$ cat src/sv/clm_ram.sv
// ----------------------------------------------------------------------------
// clm_ram
// Generic single-clock RAM: one bit-masked write port, one read port with
// registered read data that holds while no read is enabled.
// ----------------------------------------------------------------------------
`default_nettype none

module clm_ram #(
    parameter int WIDTH = 8,
    parameter int DEPTH = 16
) (
    input  wire logic                     i_clk,
    input  wire logic                     i_we,
    input  wire logic [$clog2(DEPTH)-1:0] i_waddr,
    input  wire logic [WIDTH-1:0]         i_wdata,
    input  wire logic [WIDTH-1:0]         i_wmask,
    input  wire logic                     i_re,
    input  wire logic [$clog2(DEPTH)-1:0] i_raddr,
    output logic      [WIDTH-1:0]         o_rdata
);

    logic [WIDTH-1:0] r_mem [DEPTH];

    // write the masked bits
    always_ff @(posedge i_clk) begin
        if (i_we) begin
            for (int i = 0; i < WIDTH; i++) begin
                if (i_wmask[i]) begin
                    r_mem[i_waddr][i] <= i_wdata[i];
                end
            end
        end
    end

    // register read data
    always_ff @(posedge i_clk) begin
        if (i_re) begin
            o_rdata <= r_mem[i_raddr];
        end
    end

endmodule

`default_nettype wire

$ cat config.mk
export PLATFORM = sky130hd
export DESIGN_NAME = clm_ram
export DESIGN_NICKNAME = d
export VERILOG_FILES = /design/src/sv/clm_ram.sv
export SDC_FILE = /design/constraint.sdc
export NUM_CORES = 1
export LEC_CHECK = 0
export ABC_AREA = 1
export BUFFER_PORTS_ARGS = -buffer_cell sky130_fd_sc_hd__buf_2
export CAP_MARGIN = 30
export CORE_UTILIZATION = 30
export CTS_CLUSTER_DIAMETER = 120
export CTS_CLUSTER_SIZE = 40
export DETAILED_ROUTE_END_ITERATION = 10
export PLACE_DENSITY = 0.56
export REMOVE_ABC_BUFFERS = 1
export SETUP_SLACK_MARGIN = 0.02
export SKIP_LAST_GASP = 1
export SYNTH_ARGS = -nofsm -noshare
export SYNTH_HDL_FRONTEND = slang
export SYNTH_SLANG_ARGS = --single-unit
$ cat constraint.sdc
create_clock -name i_clk -period 2.6 [get_ports i_clk]
set_input_delay 0.26 -clock i_clk [delete_from_list [all_inputs] [get_ports i_clk]]
set_output_delay 0.26 -clock i_clk [all_outputs]
set_load 0.01 [all_outputs]
==> results of run 1 <==
==> power by group <==
group,switching [mW],internal [mW],total (mW)
registers,0.00972,2.45,2.46
clock network,0.915,1.98,2.89
logic,0.248,0.0850,0.333
==> cells in the mapped netlist (all sizes together) <==
master	instances	area, um^2
nand3	96	480
nand2	194	728
inv	106	398
buf	32	208
edfxtp	136	4080
nor2	134	503
clkbuf	1	3.75
==> cell type report <==
cell class                 instances  share of cell area (%)
sequential                       136                    54.8
multi-input combinational        424                    23.0
clock buffer                      17                    5.71
tap                              275                    4.62
inverter                         106                    5.34
clock inverter                    15                    3.74
timing repair buffer              38                    2.85
==> final timing paths <==
path / depth (start not counted) / start / slack, ns / to
worst max-delay path: 6 / i_raddr[1] / 0.92 / o_rdata[2]$_DFFE_PP_
worst min-delay path: 1 / i_wdata[2] / 0.22 / r_mem[0][2]$_DFFE_PP_
worst max register to register: 6 / r_mem[1][6]$_DFFE_PP_ / 1.53 / o_rdata[6]$_DFFE_PP_
worst min register to register: 6 / r_mem[10][0]$_DFFE_PP_ / 0.73 / o_rdata[0]$_DFFE_PP_
==> sequential cells by signal (all words and copies together), names as in the netlist <==
| signal | cells |
|---|---|
| o_rdata | 8 |
| r_mem | 128 |
==> cell usage in the layout (no fill, tap or decap) <==
cell type and n:
clkinvlp_4 1, inv_1 104, buf_4 3, nor2_1 134, clkinv_2 3, bufinv_16 8, clkbuf_16 17, nand3_1 96
buf_12 1, inv_2 2, clkinv_1 2, nand2_1 194, clkinv_4 1, buf_2 34, edfxtp_1 136
==> stage by stage <==
step	hold slack, ns	utilization, %	total power, mW	cells	setup WS, ns
detailed placement	0.662	32.2	2.84	979	0.503
global placement	0.656	32.2	2.84	979	0.552
finish	0.220	35.6	5.69	1011	0.923
floorplan	0.359	-	2.67	666	1.22
CTS	0.209	35.6	5.73	1011	0.940
global route	0.218	35.6	5.85	1011	0.808
==> logic make-up after synthesis <==
group / share of synthesized area (%)
AND/OR/NAND/NOR: 26.7
buffers and inverters: 9.51
flip-flops: 63.8
==> metal layers <==
metal | wire (um) | track usage (%) | vias up | share of wire (%)
met5 | 0 | 0 | - | 0
met1 | 7620 | 21.3 | 2166 | 47
met4 | 272 | 6.29 | 0 | 1.7
met2 | 7670 | 25.2 | 137 | 47
met3 | 807 | 3.28 | 21 | 4.9
li1 | - | - | 2262 | -
==> flow_summary.json, run 1 <==
{
  "cts_sinks": 136,
  "ys_seq_elements": 136,
  "area_delta_synth_final_pct": 16.4,
  "antenna_found_initial": 0,
  "num_vias": 4586,
  "core_area_um2": 21000,
  "cp.required_ns": 2.78,
  "via_per_inst": 4.54,
  "htree_num_levels": 4,
  "synth_seq_area_share_pct": 63.8,
  "die_width_um": 148,
  "initial_core_util_pct": 30.6,
  "grt_pass1_vias": 4389,
  "rows": 53,
  "wl_um": 16400,
  "diodes": 0,
  "start_kind": "input pin",
  "die_area_um2": 21900,
  "max-slew-margin-rel_pct": 48.1,
  "post-dp-hpwl_um": 9230,
  "p_leak_nw": 3.13,
  "drc_errors": 2,
  "cts_root_buf": "clkbuf_16",
  "seqCellArea_um2": 4080,
  "crit_type": "input pin to flip-flop",
  "finalCritPeriodShare_pct": 64.5,
  "drv_cap": 0,
  "io-pin-count": 35,
  "cp_top_family": "buffers and inverters",
  "ant_nets": 0,
  "nets": 750,
  "clk-insertion-delay-late_ns": 0.42,
  "multiInputGateArea_um2": 1710,
  "slowest_stage": "buf_2",
  "syn_inst": 699,
  "grt_pass1_wl_um": 25200,
  "grtUsageTotal_pct": 15.9,
  "min_path_type": "input pin to flip-flop",
  "rsz0062_at_grt": "false",
  "grt_overflow": 0,
  "status": "finished with violations",
  "fmax_mhz": 596,
  "slew_violations": 0,
  "clk_pin_slew_worst_paths_ns": 0.06,
  "clockBufferDepth": 2,
  "wire_per_inst_um": 16.2,
  "cts_setup_buffers": 0,
  "crit_arrival_ns": 1.86,
  "syn-mean-instance-area_um2": 9.16,
  "ctsHoldBuffers": 0,
  "cp_max_fo": 33,
  "finClkSkew_ns": 0.00562,
  "hold_violations": 0,
  "drt_iter0_drc": 408,
  "drive_gt1_share_pct": 9.51,
  "n_fill_cell": 2203,
  "die_h_um": 148,
  "cp_cell_sequence": "buf_2 > inv_2 > nand3_1 > nand3_1 > nand3_1 > nand2_1",
  "synth_warnings": 0,
  "tns_ns": 0,
  "ys_types": 10,
  "cts_buffers": 17,
  "irDropWorstVdd_mv": 0.411,
  "cts_tree": "done",
  "routabilityCongestion": 0.766,
  "critPathCaptureType": "flip-flop",
  "io_buffer_count": 34,
  "final_cell_area_um2": 7450,
  "firstDrtPassIters": 8,
  "syn_area_um2": 6400,
  "setup-violations-final": 0,
  "min_period_ns": 1.68,
  "path_common_cell": "nand3_1",
  "grt_max_degree": 65,
  "post_cts_resized": 0,
  "critPathMaxStageDelay_ns": 0.59,
  "critPathBufInv": 2,
  "dpl_cell_area_um2": 6750,
  "tightest_slew_ns": 0.778,
  "violations": "DRC",
  "powerDensity_nw_per_um2": 763
}
Note: power is estimated with default switching activity, not from simulation.
==> run 2, diff against run 1 <==
PLACE_DENSITY = 0.58   (was 0.56)
clock period = 1.5 ns   (was 2.6 ns; I/O delays follow)
==> run 2 against run 1 <==
The flow now finishes without violations. Wire length is 2.7% higher. Combinational power is 96% higher. Total power is 55% higher. Clock skew is 0.0015 ns lower. First-iteration DRC count is 49% higher. Design area is 1.4% higher. Cell count is 3.0% higher.
==> flow_summary.json, run 2 (synthesis results as in run 1) <==
{
  "clk-insertion-delay-late_ns": 0.43,
  "setup-violations-final": 0,
  "cts_sinks": 136,
  "rows": 53,
  "die_h_um": 148,
  "crit_type": "flip-flop to output port",
  "cts_buffers": 17,
  "initial_core_util_pct": 30.6,
  "final_cell_mix": "nand2_1, edfxtp_1, nor2_1",
  "p_int_mw": 6.85,
  "tns_ns": 0,
  "grtUsageTotal_pct": 16.2,
  "drt_iter0_drc": 609,
  "core_area_um2": 21000,
  "finClkSkew_ns": 0.00414,
  "post_cts_resized": 0,
  "hold_violations": 0,
  "final_util_pct": 36.1,
  "irDropWorstVdd_mv": 0.764,
  "p_seq_share_pct": 48.3,
  "cts_root_buf": "clkbuf_16",
  "p_sw_share_pct": 22.5,
  "drv_cap": 0,
  "fmax_mhz": 868,
  "cp_top_family": "flip-flops",
  "grt_pass1_wl_um": 25600,
  "die_area_um2": 21900,
  "cp_cell_sequence": "buf_2",
  "slew_violations": 0,
  "powerDensity_nw_per_um2": 1170,
  "power_frac_clock_pct": 44.3,
  "routabilityCongestion": 0.824,
  "min_path_type": "input pin to flip-flop",
  "critPathBufInv": 1,
  "layout_commonest_cell": "nand2_1",
  "seqCellArea_um2": 4080,
  "post-dp-hpwl_um": 10200,
  "cp_max_fo": 1,
  "cts_tree": "done",
  "antenna_found_initial": 2,
  "ant_nets": 0,
  "drive_gt1_share_pct": 12.3,
  "grt_pass1_vias": 4565,
  "htree_num_levels": 4,
  "cp.required_ns": 1.35,
  "reg.largest.list": "r_mem: 128 flops, o_rdata: 8 flops",
  "largest_register_ff_count": 128,
  "rsz0062_at_grt": "false",
  "status": "complete, no violations",
  "n_fill_cell": 2150,
  "p_sw_mw": 1.99,
  "multiInputGateArea_um2": 1710,
  "cts_setup_buffers": 0,
  "crit_arrival_ns": 1.00,
  "start_kind": "flip-flop",
  "clk_pin_slew_worst_paths_ns": 0.06,
  "p_leak_nw": 3.20,
  "grt_max_degree": 65,
  "num_vias": 4781,
  "area_delta_synth_final_pct": 18.1,
  "slowest_stage": "edfxtp_1",
  "regMostFlops": "r_mem",
  "io_buffer_count": 34,
  "combinationalPowerShare_pct": 7.4,
  "min_period_ns": 1.15,
  "io-pin-count": 35,
  "ctsHoldBuffers": 0,
  "critPathCaptureType": "output port",
  "firstDrtPassIters": 5,
  "tightest_slew_ns": 0.705,
  "wl_um": 16800,
  "max-slew-margin-rel_pct": 52.9,
  "via_per_inst": 4.59,
  "drc_errors": 0,
  "clockBufferDepth": 2,
  "nets": 778,
  "die_width_um": 148,
  "finalCritPeriodShare_pct": 76.8,
  "wire_per_inst_um": 16.2,
  "critPathMaxStageDelay_ns": 0.41,
  "grt_overflow": 0
}
-- run 2: routing by layer --
| metal | routed length (um) | vias to the layer above | GRT usage [%] |
|---|---|---|---|
| met5 | 0 | - | 0 |
| li1 | - | 2319 | - |
| met4 | 308 | 0 | 6.75 |
| met1 | 7600 | 2272 | 21.8 |
| met3 | 1400 | 25 | 4.66 |
| met2 | 7510 | 165 | 24.3 |
-- run 2: area by class of cell --
cell class | instances | share of cell area, %
Sequential cell | 136 | 54.0
Multi-Input combinational cell | 424 | 22.6
Timing Repair Buffer | 66 | 6.26
Clock buffer | 19 | 5.73
Inverter | 106 | 5.26
Tap cell | 275 | 4.55
Clock inverter | 12 | 1.46
Antenna cell | 3 | 0.0993
-- run 2: per-stage QoR --
| step | cell area (um^2) | power [mW] | std cells | hold slack (ns) | setup WS (ns) |
|---|---|---|---|---|---|
| detailed placement | 7010 | 5.00 | 1007 | 0.552 | 0.00420 |
| CTS | 7550 | 8.89 | 1038 | 0.0933 | 0.319 |
| finish | 7560 | 8.83 | 1041 | 0.105 | 0.348 |
| global placement | 7010 | 5.00 | 1007 | 0.545 | 0.00784 |
| global route | 7550 | 9.11 | 1038 | 0.0966 | 0.303 |
| floorplan | 6190 | 4.63 | 666 | 0.249 | 0.229 |
-- run 2: path summary, 6_finish.rpt --
path / startpoint / to / slack (ns) / depth (start not counted)
max: o_rdata[7]$_DFFE_PP_ / o_rdata[7] / 0.35 / 1
min reg2reg: r_mem[10][5]$_DFFE_PP_ / o_rdata[5]$_DFFE_PP_ / 0.73 / 6
max reg2reg: r_mem[13][6]$_DFFE_PP_ / o_rdata[6]$_DFFE_PP_ / 0.43 / 6
min: i_wdata[4] / r_mem[15][4]$_DFFE_PP_ / 0.10 / 1
-- run 2: power groups by stage --
stage,Clock (mW),Combinational (mW),Sequential (mW)
after detailed placement,0,0.651,4.35
after floorplan,0,0.272,4.35
after CTS,3.97,0.654,4.27
final,3.91,0.652,4.27
after global placement,0,0.649,4.35
after global routing,4.13,0.716,4.27
==> run 3, diff against run 2 <==
clock period = 1 ns   (was 1.5 ns; I/O delays follow)
==> run 3 against run 2 <==
The flow now finishes with violations (setup timing). Die area is the same. Total power grew 52%. Sequential power grew 50%. Hold slack lost 0.046 ns. Wire length shrank 0.50%. Flip-flop and latch count is the same. Non-clock buffer count grew 24. Clock skew grew 0.0053 ns. Critical path type unchanged.
==> flow_summary.json, run 3 (synthesis results as in run 1) <==
{
  "status": "finished with violations",
  "violations": "setup timing",
  "routabilityCongestion": 0.846,
  "p_int_mw": 10.4,
  "htree_num_levels": 4,
  "drt_iter0_drc": 448,
  "die_area_um2": 21900,
  "powerDensity_nw_per_um2": 1690,
  "rrSetupSlack_ns": -0.04,
  "max-slew-margin-rel_pct": 79.1,
  "reg2reg_to": "o_rdata[6]$_DFFE_PP_",
  "slowest_stage": "edfxtp_1",
  "rr_startpoint": "r_mem[7][6]$_DFFE_PP_",
  "finalCritPeriodShare_pct": 110,
  "initial_core_util_pct": 30.6,
  "nets": 802,
  "area_delta_synth_final_pct": 23.7,
  "num_vias": 4793,
  "hold_violations": 0,
  "cp.required_ns": 0.90,
  "diodes": 0,
  "firstDrtPassIters": 5,
  "combinationalPowerShare_pct": 8.3,
  "die_width_um": 148,
  "grt_overflow": 0,
  "slew_violations": 0,
  "critPathMaxStageDelay_ns": 0.42,
  "fin_cells": 1063,
  "reg2reg_depth": 6,
  "grtUsageTotal_pct": 16.4,
  "layout_commonest_cell": "nand2_1",
  "setup_ws_ns": -0.0981,
  "wl_um": 16700,
  "critPathCaptureType": "output port",
  "finClkSkew_ns": 0.00949,
  "fin_hold_ws_ns": 0.0588,
  "irDropWorstVdd_mv": 0.967,
  "reg.largest.list": "r_mem: 128 flops, o_rdata: 8 flops",
  "core_area_um2": 21000,
  "drive_gt1_share_pct": 16.4,
  "drc_errors": 0,
  "hold_depth": 1,
  "hold_path_end": "r_mem[1][6]$_DFFE_PP_",
  "io-pin-count": 35,
  "final_cell_mix": "nand2_1, edfxtp_1, nor2_1",
  "cts_buffers": 17,
  "rows": 53,
  "cts_root_buf": "clkbuf_16",
  "clk-insertion-delay-late_ns": 0.42,
  "fmax_mhz": 911,
  "cts_tree": "done",
  "crit_arrival_ns": 1.00,
  "tns_ns": -0.502,
  "min_path_type": "input pin to flip-flop",
  "worstHoldStart": "i_wdata[6]",
  "clk_pin_slew_worst_paths_ns": 0.06,
  "via_per_inst": 4.51,
  "largest_register_ff_count": 128,
  "crit_type": "flip-flop to output port",
  "drv_cap": 0,
  "p_seq_share_pct": 47.7,
  "clockBufferDepth": 2,
  "final_util_pct": 37.8,
  "p_sw_share_pct": 22.4,
  "p_sw_mw": 3.01,
  "ant_nets": 0,
  "dp_cells": 1031,
  "cp_max_fo": 1,
  "post-dp-hpwl_um": 10800,
  "io_buffer_count": 34,
  "tightest_slew_ns": 0.314,
  "power_mw": 13.4,
  "cp_cell_sequence": "buf_2",
  "antenna_found_initial": 0,
  "grt_pass1_vias": 4494,
  "grt_pass1_wl_um": 26000,
  "wire_per_inst_um": 15.7,
  "power_frac_clock_pct": 44.0,
  "critPathBufInv": 1,
  "p_leak_nw": 3.37,
  "rsz0062_at_grt": "true",
  "setup-violations-final": 14,
  "start_kind": "flip-flop",
  "min_period_ns": 1.10,
  "die_h_um": 148,
  "grt_max_degree": 37,
  "regMostFlops": "r_mem",
  "cts_sinks": 136,
  "cts_setup_buffers": 0,
  "cp_top_family": "flip-flops"
}
## run 3: changes by cell type in the layout (fill, tap and decap cells not counted)
| cell | delta |
|---|---|
| inv_2 | +1 |
| nand3_2 | +9 |
| nand2_1 | -1 |
| diode_2 | -3 |
| clkinvlp_4 | +2 |
| buf_12 | +11 |
| clkinv_2 | -1 |
| buf_4 | +13 |
| nand2_2 | +1 |
| clkinv_1 | -2 |
| inv_1 | -1 |
| nand3_1 | -9 |
| clkinv_4 | -1 |
| clkbuf_1 | +3 |
## run 3: per-layer routing
layer	up-vias	GRT usage [%]	wire length (um)
li1	2369	-	-
met1	2257	22.2	7710
met2	137	25.4	7780
met3	30	4.17	897
met4	0	5.41	357
met5	-	0	0
## run 3: worst reg2reg max path, delay by kind of cell, from the launching register on
family                 cells  cell delay (ns)
and+or+nand+nor            5             0.38
DFF                        1             0.36
buffers and inverters      1             0.06
## run 3: layout make-up
cell class	count	area, um^2
fill	2130	13000
sequential	136	4080
multi-input combinational	424	1760
timing repair buffer	90	791
clock buffer	22	444
inverter	106	398
tap	275	344
clock inverter	10	104
## run 3: repair_timing
item | 4_1_cts | 5_1_grt
hold buffers | 0 | 0
gates resized for setup | 2 | 9
endpoints found under the setup margin | 16 | 16
pin swaps | 27 | 16
## run 3: how the worst max path moves through the flow
stage                    startpoint                    end  slack [ns]  cells past startpoint
4_1_cts        o_rdata[1]$_DFFE_PP_             o_rdata[1]       -0.13                      1
3_5_place_dp             i_waddr[3]  r_mem[0][2]$_DFFE_PP_       -0.24                      5
3_3_place_gp             i_waddr[1]  r_mem[6][6]$_DFFE_PP_       -0.24                      6
5_1_grt        o_rdata[1]$_DFFE_PP_             o_rdata[1]       -0.14                      1
6_report       o_rdata[7]$_DFFE_PP_             o_rdata[7]        -0.1                      1
2_1_floorplan            i_raddr[0]   o_rdata[0]$_DFFE_PP_       -0.22                      6
## run 3: stage by stage
stage          cell area (um^2)  setup WS [ns]
5_1_grt                    7920         -0.141
2_1_floorplan              6190         -0.221
3_5_place_dp               7330         -0.243
4_1_cts                    7890         -0.132
6_report                   7920        -0.0981
3_3_place_gp               7330         -0.239
## run 3: power by group through the flow
stage               Sequential, mW  Clock (mW)  Combinational [mW]
floorplan                     6.53           0               0.408
global placement              6.52           0                1.09
detailed placement            6.52           0                1.10
CTS                           6.40        6.03                1.11
global route                  6.41        6.25                1.22
finish                        6.40        5.91                1.11
